### src/hdl/igw_pkg.sv
// Shared types, constants and helpers for the implicit graph walker.
`default_nettype none
package igw_pkg;

    localparam int MAX_NODES_DEF = 64;
    localparam int NODE_BITS     = 6;

    typedef enum logic [2:0] {
        ACT_BYTE  = 3'd0,
        ACT_END   = 3'd1,
        ACT_DFS   = 3'd2,
        ACT_BFS   = 3'd3,
        ACT_CLEAR = 3'd4
    } t_action;

    typedef enum logic [1:0] {
        ST_VISIT     = 2'd0,
        ST_BAD_START = 2'd1,
        ST_FULL      = 2'd2
    } t_status;

    typedef struct packed {
        logic [2:0]           action;
        logic [7:0]           char_code;
        logic [NODE_BITS-1:0] start_node;
    } t_in_item;

    typedef struct packed {
        logic [1:0]           status;
        logic [NODE_BITS-1:0] node;
        logic                 last;
    } t_out_item;

    // Per-node key: vowel count and first byte.
    typedef struct packed {
        logic [7:0] vowels;
        logic [7:0] first;
    } t_key;

    localparam logic [7:0] CH_UA      = 8'h41;
    localparam logic [7:0] CH_UZ      = 8'h5A;
    localparam logic [7:0] CASE_OFS   = 8'h20;
    localparam logic [7:0] CH_A       = 8'h61;
    localparam logic [7:0] CH_E       = 8'h65;
    localparam logic [7:0] CH_I       = 8'h69;
    localparam logic [7:0] CH_O       = 8'h6F;
    localparam logic [7:0] CH_U       = 8'h75;
    localparam logic [7:0] VOWEL_SAT  = 8'hFF;

    function automatic logic is_vowel(input logic [7:0] c);
        logic [7:0] l;
        l = (c >= CH_UA && c <= CH_UZ) ? c + CASE_OFS : c;
        return (l == CH_A) || (l == CH_E) || (l == CH_I) || (l == CH_O) || (l == CH_U);
    endfunction

endpackage
`default_nettype wire

### src/hdl/igw_ram.sv
// Generic single-write, single-read RAM with registered read data.
`default_nettype none
module igw_ram #(
    parameter int WIDTH = 8,
    parameter int DEPTH = 64
) (
    input  wire                      i_clk,
    input  wire                      i_we,
    input  wire  [$clog2(DEPTH)-1:0] i_waddr,
    input  wire  [WIDTH-1:0]         i_wdata,
    input  wire  [$clog2(DEPTH)-1:0] i_raddr,
    output logic [WIDTH-1:0]         o_rdata
);
    logic [WIDTH-1:0] r_mem [DEPTH];

    always_ff @(posedge i_clk) begin
        if (i_we) begin
            r_mem[i_waddr] <= i_wdata;
        end
        o_rdata <= r_mem[i_raddr];
    end
endmodule
`default_nettype wire

### src/hdl/igw_name_acc.sv
// Name accumulator: vowel count and first byte of the name being built.
`default_nettype none
module igw_name_acc (
    input  wire               i_clk,
    input  wire               i_rst_n,
    input  wire               i_byte_en,
    input  wire               i_name_clr,
    input  wire  [7:0]        i_char,
    output igw_pkg::t_key     o_key
);
    import igw_pkg::*;

    t_key r_key, n_key;
    logic r_has, n_has;

    always_ff @(posedge i_clk) begin
        if (!i_rst_n) begin
            r_key <= '0;
            r_has <= 1'b0;
        end else begin
            r_key <= n_key;
            r_has <= n_has;
        end
    end

    always_comb begin
        n_key = r_key;
        n_has = r_has;
        if (i_name_clr) begin
            n_key = '0;
            n_has = 1'b0;
        end else if (i_byte_en) begin
            if (!r_has) begin
                n_key.first = i_char;
                n_has       = 1'b1;
            end
            // saturate the count
            if (is_vowel(i_char) && r_key.vowels != VOWEL_SAT) begin
                n_key.vowels = r_key.vowels + 8'd1;
            end
        end
    end

    assign o_key = r_key;
endmodule
`default_nettype wire

### src/hdl/igw_walk.sv
// Walk sequencer: BFS/DFS over stored keys with one shared compare unit.
`default_nettype none
module igw_walk #(
    parameter int MAX_NODES = igw_pkg::MAX_NODES_DEF
) (
    input  wire                              i_clk,
    input  wire                              i_rst_n,
    input  wire                              i_go,
    input  wire                              i_dfs,
    input  wire  [$clog2(MAX_NODES)-1:0]     i_start,
    input  wire  [$clog2(MAX_NODES+1)-1:0]   i_count,
    output logic [$clog2(MAX_NODES)-1:0]     o_key_addr,
    input  igw_pkg::t_key                    i_key_rdata,
    output logic                             o_busy,
    output logic                             o_res_valid,
    output igw_pkg::t_out_item               o_res
);
    import igw_pkg::*;

    localparam int NW = $clog2(MAX_NODES);
    localparam int CW = $clog2(MAX_NODES + 1);

    typedef enum logic [2:0] {
        WS_IDLE,
        WS_KEYRD,
        WS_SCAN,
        WS_EMIT,
        WS_POPRD
    } t_walk_state;

    t_walk_state            r_state, n_state;
    logic                   r_dfs, n_dfs;
    logic [NW-1:0]          r_cur, n_cur;
    t_key                   r_cur_key, n_cur_key;
    logic [CW-1:0]          r_cnt, n_cnt;
    logic                   r_pv, n_pv;
    logic [NW-1:0]          r_pidx, n_pidx;
    logic [CW-1:0]          r_wp, n_wp;
    logic [CW-1:0]          r_head, n_head;
    logic [MAX_NODES-1:0]   r_vis, n_vis;
    logic                   r_res_valid, n_res_valid;
    t_out_item              r_res, n_res;

    logic                   wl_we;
    logic [NW-1:0]          wl_waddr;
    logic [NW-1:0]          wl_raddr;
    logic [NW-1:0]          wl_rdata;
    logic                   issue;
    logic [NW-1:0]          scan_addr;
    logic                   empty;
    logic [CW-1:0]          wp_dec;

    igw_ram #(
        .WIDTH (NW),
        .DEPTH (MAX_NODES)
    ) u_work_list (
        .i_clk   (i_clk),
        .i_we    (wl_we),
        .i_waddr (wl_waddr),
        .i_wdata (r_pidx),
        .i_raddr (wl_raddr),
        .o_rdata (wl_rdata)
    );

    always_ff @(posedge i_clk) begin
        if (!i_rst_n) begin
            r_state     <= WS_IDLE;
            r_vis       <= '0;
            r_res_valid <= 1'b0;
            r_pv        <= 1'b0;
        end else begin
            r_state     <= n_state;
            r_vis       <= n_vis;
            r_res_valid <= n_res_valid;
            r_pv        <= n_pv;
        end
        r_dfs     <= n_dfs;
        r_cur     <= n_cur;
        r_cur_key <= n_cur_key;
        r_cnt     <= n_cnt;
        r_pidx    <= n_pidx;
        r_wp      <= n_wp;
        r_head    <= n_head;
        r_res     <= n_res;
    end

    assign issue     = r_cnt < i_count;
    assign scan_addr = r_dfs ? NW'(i_count - CW'(1) - r_cnt) : NW'(r_cnt);
    assign wp_dec    = r_wp - CW'(1);
    assign empty     = r_dfs ? (r_wp == '0) : (r_head == r_wp);

    always_comb begin
        n_state     = r_state;
        n_dfs       = r_dfs;
        n_cur       = r_cur;
        n_cur_key   = r_cur_key;
        n_cnt       = r_cnt;
        n_pv        = 1'b0;
        n_pidx      = r_pidx;
        n_wp        = r_wp;
        n_head      = r_head;
        n_vis       = r_vis;
        n_res_valid = 1'b0;
        n_res       = r_res;
        o_key_addr  = scan_addr;
        wl_we       = 1'b0;
        wl_waddr    = NW'(r_wp);
        wl_raddr    = r_dfs ? NW'(wp_dec) : NW'(r_head);

        case (r_state)
            WS_IDLE: begin
                o_key_addr = i_start;
                if (i_go) begin
                    n_vis          = '0;
                    n_vis[i_start] = 1'b1;
                    n_cur          = i_start;
                    n_dfs          = i_dfs;
                    n_wp           = '0;
                    n_head         = '0;
                    n_state        = WS_KEYRD;
                end
            end
            WS_KEYRD: begin
                n_cur_key = i_key_rdata;
                n_cnt     = '0;
                n_state   = WS_SCAN;
            end
            WS_SCAN: begin
                // issue one read per cycle, compare the previous one
                if (issue) begin
                    n_cnt  = r_cnt + CW'(1);
                    n_pv   = 1'b1;
                    n_pidx = scan_addr;
                end
                if (r_pv && r_pidx != r_cur && !r_vis[r_pidx] &&
                    (i_key_rdata.vowels == r_cur_key.vowels ||
                     i_key_rdata.first == r_cur_key.first)) begin
                    wl_we         = 1'b1;
                    n_wp          = r_wp + CW'(1);
                    n_vis[r_pidx] = 1'b1;
                end
                if (!issue && !r_pv) begin
                    n_state = WS_EMIT;
                end
            end
            WS_EMIT: begin
                n_res_valid  = 1'b1;
                n_res.status = ST_VISIT;
                n_res.node   = NODE_BITS'(r_cur);
                n_res.last   = empty;
                if (empty) begin
                    n_state = WS_IDLE;
                end else begin
                    if (r_dfs) begin
                        n_wp = wp_dec;
                    end else begin
                        n_head = r_head + CW'(1);
                    end
                    n_state = WS_POPRD;
                end
            end
            WS_POPRD: begin
                n_cur      = wl_rdata;
                o_key_addr = wl_rdata;
                n_state    = WS_KEYRD;
            end
            default: begin
                n_state = WS_IDLE;
            end
        endcase
    end

    assign o_busy      = r_state != WS_IDLE;
    assign o_res_valid = r_res_valid;
    assign o_res       = r_res;
endmodule
`default_nettype wire

### src/hdl/implicit_graph_bfs_dfs_walk.sv
// Top level of the implicit graph walker: name store, error results, walk sequencer.
// Name byte, end of name and clear store are accepted only with busy low; an error
//   result strobes in the cycle after its item is accepted, and results cannot stall.
// A walk holds busy high until it is done, so no new item is accepted meanwhile; each visited
//   node is scanned against every stored node by the single key compare, and the final
//   result strobes on the cycle busy drops. Reset empties the store and the current name.
`default_nettype none
module implicit_graph_bfs_dfs_walk #(
    parameter int MAX_NODES = igw_pkg::MAX_NODES_DEF
) (
    input  wire                 i_clk,
    input  wire                 i_rst_n,
    input  wire                 start,
    output logic                busy,
    input  igw_pkg::t_in_item   i_item,
    output logic                o_strobe,
    output igw_pkg::t_out_item  o_item
);
    import igw_pkg::*;

    localparam int NW = $clog2(MAX_NODES);
    localparam int CW = $clog2(MAX_NODES + 1);

    logic           accept;
    logic           act_byte, act_end, act_clear, act_walk;
    logic           start_ok;
    logic           store_full;

    // Node count: next free slot of the key store.
    logic [CW-1:0]  r_count, n_count;
    // Error result register; walk results come from the sequencer.
    logic           r_err_valid, n_err_valid;
    t_out_item      r_err, n_err;

    t_key           cur_key;
    t_key           key_rdata;
    logic [NW-1:0]  key_raddr;
    logic           key_we;
    logic           walk_go;
    logic           walk_valid;
    t_out_item      walk_res;

    assign accept    = start && !busy;
    assign act_byte  = accept && (i_item.action == ACT_BYTE);
    assign act_end   = accept && (i_item.action == ACT_END);
    assign act_clear = accept && (i_item.action == ACT_CLEAR);
    assign act_walk  = accept && (i_item.action == ACT_DFS || i_item.action == ACT_BFS);

    assign store_full = r_count == CW'(MAX_NODES);
    assign start_ok   = 7'(i_item.start_node) < 7'(r_count);
    assign key_we     = act_end && !store_full;
    assign walk_go    = act_walk && start_ok;

    igw_name_acc u_name_acc (
        .i_clk      (i_clk),
        .i_rst_n    (i_rst_n),
        .i_byte_en  (act_byte),
        .i_name_clr (act_end || act_clear),
        .i_char     (i_item.char_code),
        .o_key      (cur_key)
    );

    // Key store: one entry per stored name, written at the node count.
    igw_ram #(
        .WIDTH ($bits(t_key)),
        .DEPTH (MAX_NODES)
    ) u_key_store (
        .i_clk   (i_clk),
        .i_we    (key_we),
        .i_waddr (NW'(r_count)),
        .i_wdata (cur_key),
        .i_raddr (key_raddr),
        .o_rdata (key_rdata)
    );

    igw_walk #(
        .MAX_NODES (MAX_NODES)
    ) u_walk (
        .i_clk       (i_clk),
        .i_rst_n     (i_rst_n),
        .i_go        (walk_go),
        .i_dfs       (i_item.action == ACT_DFS),
        .i_start     (i_item.start_node[NW-1:0]),
        .i_count     (r_count),
        .o_key_addr  (key_raddr),
        .i_key_rdata (key_rdata),
        .o_busy      (busy),
        .o_res_valid (walk_valid),
        .o_res       (walk_res)
    );

    always_ff @(posedge i_clk) begin
        if (!i_rst_n) begin
            r_count     <= '0;
            r_err_valid <= 1'b0;
        end else begin
            r_count     <= n_count;
            r_err_valid <= n_err_valid;
        end
        r_err <= n_err;
    end

    always_comb begin
        n_count     = r_count;
        n_err_valid = 1'b0;
        n_err       = r_err;
        if (act_clear) begin
            n_count = '0;
        end else if (key_we) begin
            // advance to the next free slot
            n_count = r_count + CW'(1);
        end
        if (act_end && store_full) begin
            // drop the name and report it
            n_err_valid  = 1'b1;
            n_err.status = ST_FULL;
            n_err.node   = '0;
            n_err.last   = 1'b1;
        end else if (act_walk && !start_ok) begin
            n_err_valid  = 1'b1;
            n_err.status = ST_BAD_START;
            n_err.node   = '0;
            n_err.last   = 1'b1;
        end
    end

    // Errors are raised only while idle, so the two sources never overlap.
    assign o_strobe = walk_valid || r_err_valid;
    assign o_item   = walk_valid ? walk_res : r_err;
endmodule
`default_nettype wire
### config.mk
export PLATFORM = sky130hd
export DESIGN_NAME = implicit_graph_bfs_dfs_walk
export DESIGN_NICKNAME = d
export VERILOG_FILES = /design/src/hdl/igw_pkg.sv /design/src/hdl/igw_ram.sv /design/src/hdl/igw_name_acc.sv /design/src/hdl/igw_walk.sv /design/src/hdl/implicit_graph_bfs_dfs_walk.sv
export SDC_FILE = /design/constraint.sdc
export NUM_CORES = 2
export LEC_CHECK = 0
export BUFFER_PORTS_ARGS = -buffer_cell sky130_fd_sc_hd__buf_2
export CORE_ASPECT_RATIO = 0.6
export CORE_MARGIN = 2
export CORE_UTILIZATION = 60
export CTS_CLUSTER_DIAMETER = 50
export DETAILED_ROUTE_END_ITERATION = 6
export PLACE_DENSITY = 0.8
export RECOVER_POWER = 100
export SKIP_LAST_GASP = 1
export SYNTH_ARGS = -nofsm -noshare
export SYNTH_HDL_FRONTEND = slang
export SYNTH_SLANG_ARGS = --single-unit
### constraint.sdc
create_clock -name i_clk -period 9.6 [get_ports i_clk]
set_input_delay 0.96 -clock i_clk [delete_from_list [all_inputs] [get_ports i_clk]]
set_output_delay 0.96 -clock i_clk [all_outputs]
set_load 0.1 [all_outputs]
==> results_dict.tcl <==
set metrics [dict create \
    outcome "complete, but fails checks" \
    violations "DRC, capacitance limit, slew limit" \
    synth_seq_cells 1583 \
    fin_ws_ns 1.89 \
    drc 1 \
    setup_violations 0 \
    clk_pin_slew_ns 0.07 \
    peakVddDrop_mv 0.211 \
    final.period_utilization 0.803 \
    clockRootBuffer "clkbuf_16" \
    yosysTopAreaCell "edfxtp_1" \
    crit_slowest_cell "and2_1" \
    hold_class "in2reg" \
    tns_ns 0 \
    dp_cells 5677 \
    path_max_fanout 68 \
    avgSynthCellArea_um2 14.8 \
    clk_path_buf_depth 3 \
    rows 93 \
    cts_buffers 136 \
    maxSlewViolCount 1552 \
    drtIter0Drc 7756 \
    area_delta_synth_final_pct 8.92 \
    yosys_warnings 0 \
    antenna_found_initial 15 \
    synth_edf_count 1465 \
    ant_nets 0 \
    ctsResizeCount 0 \
    tritoncts "built" \
    track_usage 0.318 \
    die_w_um 428 \
    max_freq_ghz 0.130 \
    powerDensity_nw_per_um2 199 \
    yosys-top-cells-area "edfxtp_1, mux4_2, dfxtp_1, nand2_1, mux2i_1" \
    yosysSeqAreaShare 0.717 \
    drv_cap 31 \
    critPathCaptureType "flip-flop" \
    wl_um 176000 \
    ctsHoldBuffers 0 \
    placed_area_um2 66500 \
    wl_per_cell_um 29.7 \
    clock_latency_ns 0.77 \
    syn_nets 4416 \
    ys.flop_type "edfxtp_1" \
    hold_violations 0 \
    synth_area_um2 64600 \
    dp_worst_setup_slack_ns 3.60 \
    synth_cell_types 90 \
    nets 4435 \
    startpoint_type "flip-flop" \
    fin_skew_ns 0.0369 \
    cts_sinks 1583 \
    die_area_um2 110000 \
    worst_path_most_repeated_cell "buf_4" \
    drt-vias-per-instance 6.93 \
    htree_num_levels 4 \
    synth_cells 4371 \
    first_pass_iters 7 \
    cp_cell_sequence "nor2_1 -> a211o_1 -> buf_4 -> and2_1 -> buf_4 -> a31oi_1 -> a221oi_1 -> a2111oi_0 -> and4_1" \
    io_pins 31 \
    io_buffers 30 \
    grt_setup_unrepaired "false" \
    synth_top_area_share 0.681 \
    leakagePower_nw 23.3 \
    grt_overflow 0 \
    cts_setup_buffers 0 \
    grt_max_degree 170 \
    num-fill-cells 7107 \
    vias 41100 \
    core_area_um2 107000 \
    fin_area_um2 70400 \
    start_util 0.604 \
    cp.arrival_ns 8.38 \
    worst_pin_slew_ns 3.97 \
    async_reset_ff_frac 0 \
    fp.dieH_um 258 \
    period_needed_ns 7.71 \
    cp_slowest_stage_delay_ns 2.67 \
    grt_pass1_wl_um 257000 \
    fin_cells 5929 \
    crit_type "reg2reg" \
    max-slew-margin-rel -1.65 \
    grt_pass1_vias 38100 \
    layout-drive-gt1-share 0.105 \
    routabilityCongestion 0.912 \
    worst_ep_required_time_ns 10.27 \
    hpwl_um 103000 \
]
final timing paths:
check | start | to | slack [ns] | depth (start not counted)
setup / recovery | u_walk.r_state[1] | u_key_store.o_rdata[7] | 1.89 | 9
hold / removal | i_item[13] | u_name_acc.o_key[7] | 0.45 | 3
setup reg to reg | u_walk.r_state[1] | u_key_store.o_rdata[7] | 1.89 | 9
hold reg to reg | u_key_store.o_rdata[6] | u_walk.r_cur_key[6] | 0.45 | 0
power by group:
group	total, mW	switching [mW]	internal (mW)	leakage, nW
combinational	0.918	0.634	0.284	6.05
clock	5.57	2.52	3.04	2.16
sequential	7.50	0.0316	7.47	15.0
worst max-delay path: cells and delay by family (launching register included):
family          cells  cell delay (ns)
buf+inv             2             1.41
compound gates      4             1.69
simple gates        3             3.94
flops               1             0.52
per-layer routing:
metal | part of all wire | up-vias | GRT usage
met5 | 0.00063 | - | 0
met4 | 0.028 | 14 | 0.0899
met3 | 0.18 | 396 | 0.123
met2 | 0.41 | 3602 | 0.423
met1 | 0.38 | 20200 | 0.489
li1 | - | 16800 | -
registers in the layout, summed over array words and instances, names as in the netlist:
name / cells
u_key_store.r_mem: 1024
u_name_acc.o_key: 16
u_walk.r_head: 7
u_walk.o_res_valid: 1
r_err: 2
u_walk.r_cnt: 7
u_walk.r_pidx: 6
u_name_acc.r_has: 1
u_walk.r_cur_key: 16
u_walk.u_work_list.r_mem: 384
u_walk.r_pv: 1
u_walk.r_state: 3
r_err_valid: 1
u_walk.u_work_list.o_rdata: 6
r_count: 7
u_walk.r_wp: 7
u_walk.r_cur: 6
u_walk.o_res: 7
u_key_store.o_rdata: 16
u_walk.r_vis: 64
u_walk.r_dfs: 1
synthesized netlist by cell type (15+ instances only):
cell      count
nand3_1     130
nor4_1       19
edfxtp_1   1465
mux4_2      162
o32ai_1      17
mux2_2       19
mux2i_1     140
clkbuf_1    133
xnor2_1      39
o22ai_1      35
a22oi_1      31
a211oi_1    100
nand2_1     609
inv_1        32
a21oi_1     192
a31oi_1     138
nor2b_1      39
xor2_1       17
buf_1        22
nand2b_1     15
a221oi_1     21
ha_1         24
buf_2        88
o21ai_0      93
and3_1       87
nor3_1       39
buf_4        29
nor2_1      324
dfxtp_1     118
a311oi_1     21
placed cells by master (no fill, tap or decap), drive strengths merged, types with 31 or more instances in the layout:
master | synthesis | layout
nor2b | 39 | 39
and3 | 87 | 87
o22ai | 35 | 35
buf | 145 | 61
a21oi | 192 | 192
a22oi | 31 | 31
a211oi | 101 | 101
edfxtp | 1465 | 1465
inv | 32 | 40
xnor2 | 39 | 39
nor3 | 41 | 41
mux4 | 162 | 162
dfxtp | 118 | 118
nand3 | 131 | 131
o21ai | 97 | 97
clkbuf | 134 | 272
nand2 | 610 | 610
clkinv | 4 | 55
nor2 | 325 | 325
a31oi | 138 | 138
mux2i | 141 | 141
per-stage QoR:
stage	utilization	total power, mW	hold WS [ns]
after floorplan	-	8.23	0.415
after global routing	0.658	14.3	0.468
after CTS	0.662	14.0	0.420
final	0.658	14.0	0.450
after global placement	0.621	8.50	0.429
after detailed placement	0.621	8.52	0.437
kinds of logic (layout without fill, tap and decap cells):
logic type      Yosys count  in the layout  share of synthesized area
flops                  1583           1583                      0.717
simple gates           1347           1347                     0.0941
compound gates          721            721                     0.0718
mux                     324            324                     0.0821
buf+inv                 315            442                     0.0224
xor+xnor                 56             56                    0.00759
fa+ha+maj                25             25                    0.00496
other cells               0              6                          0
final cells by class:
class	instances	area (um^2)	area share
sequential	1583	46400	0.658
timing repair buffer	160	822	0.0117
tap	1425	1780	0.0253
clock buffer	173	3700	0.0525
inverter	36	135	0.00192
multi-input combinational	2473	16900	0.240
antenna	6	15.0	0.000213
clock inverter	73	699	0.00993
Power figures use the tool's default switching activity.
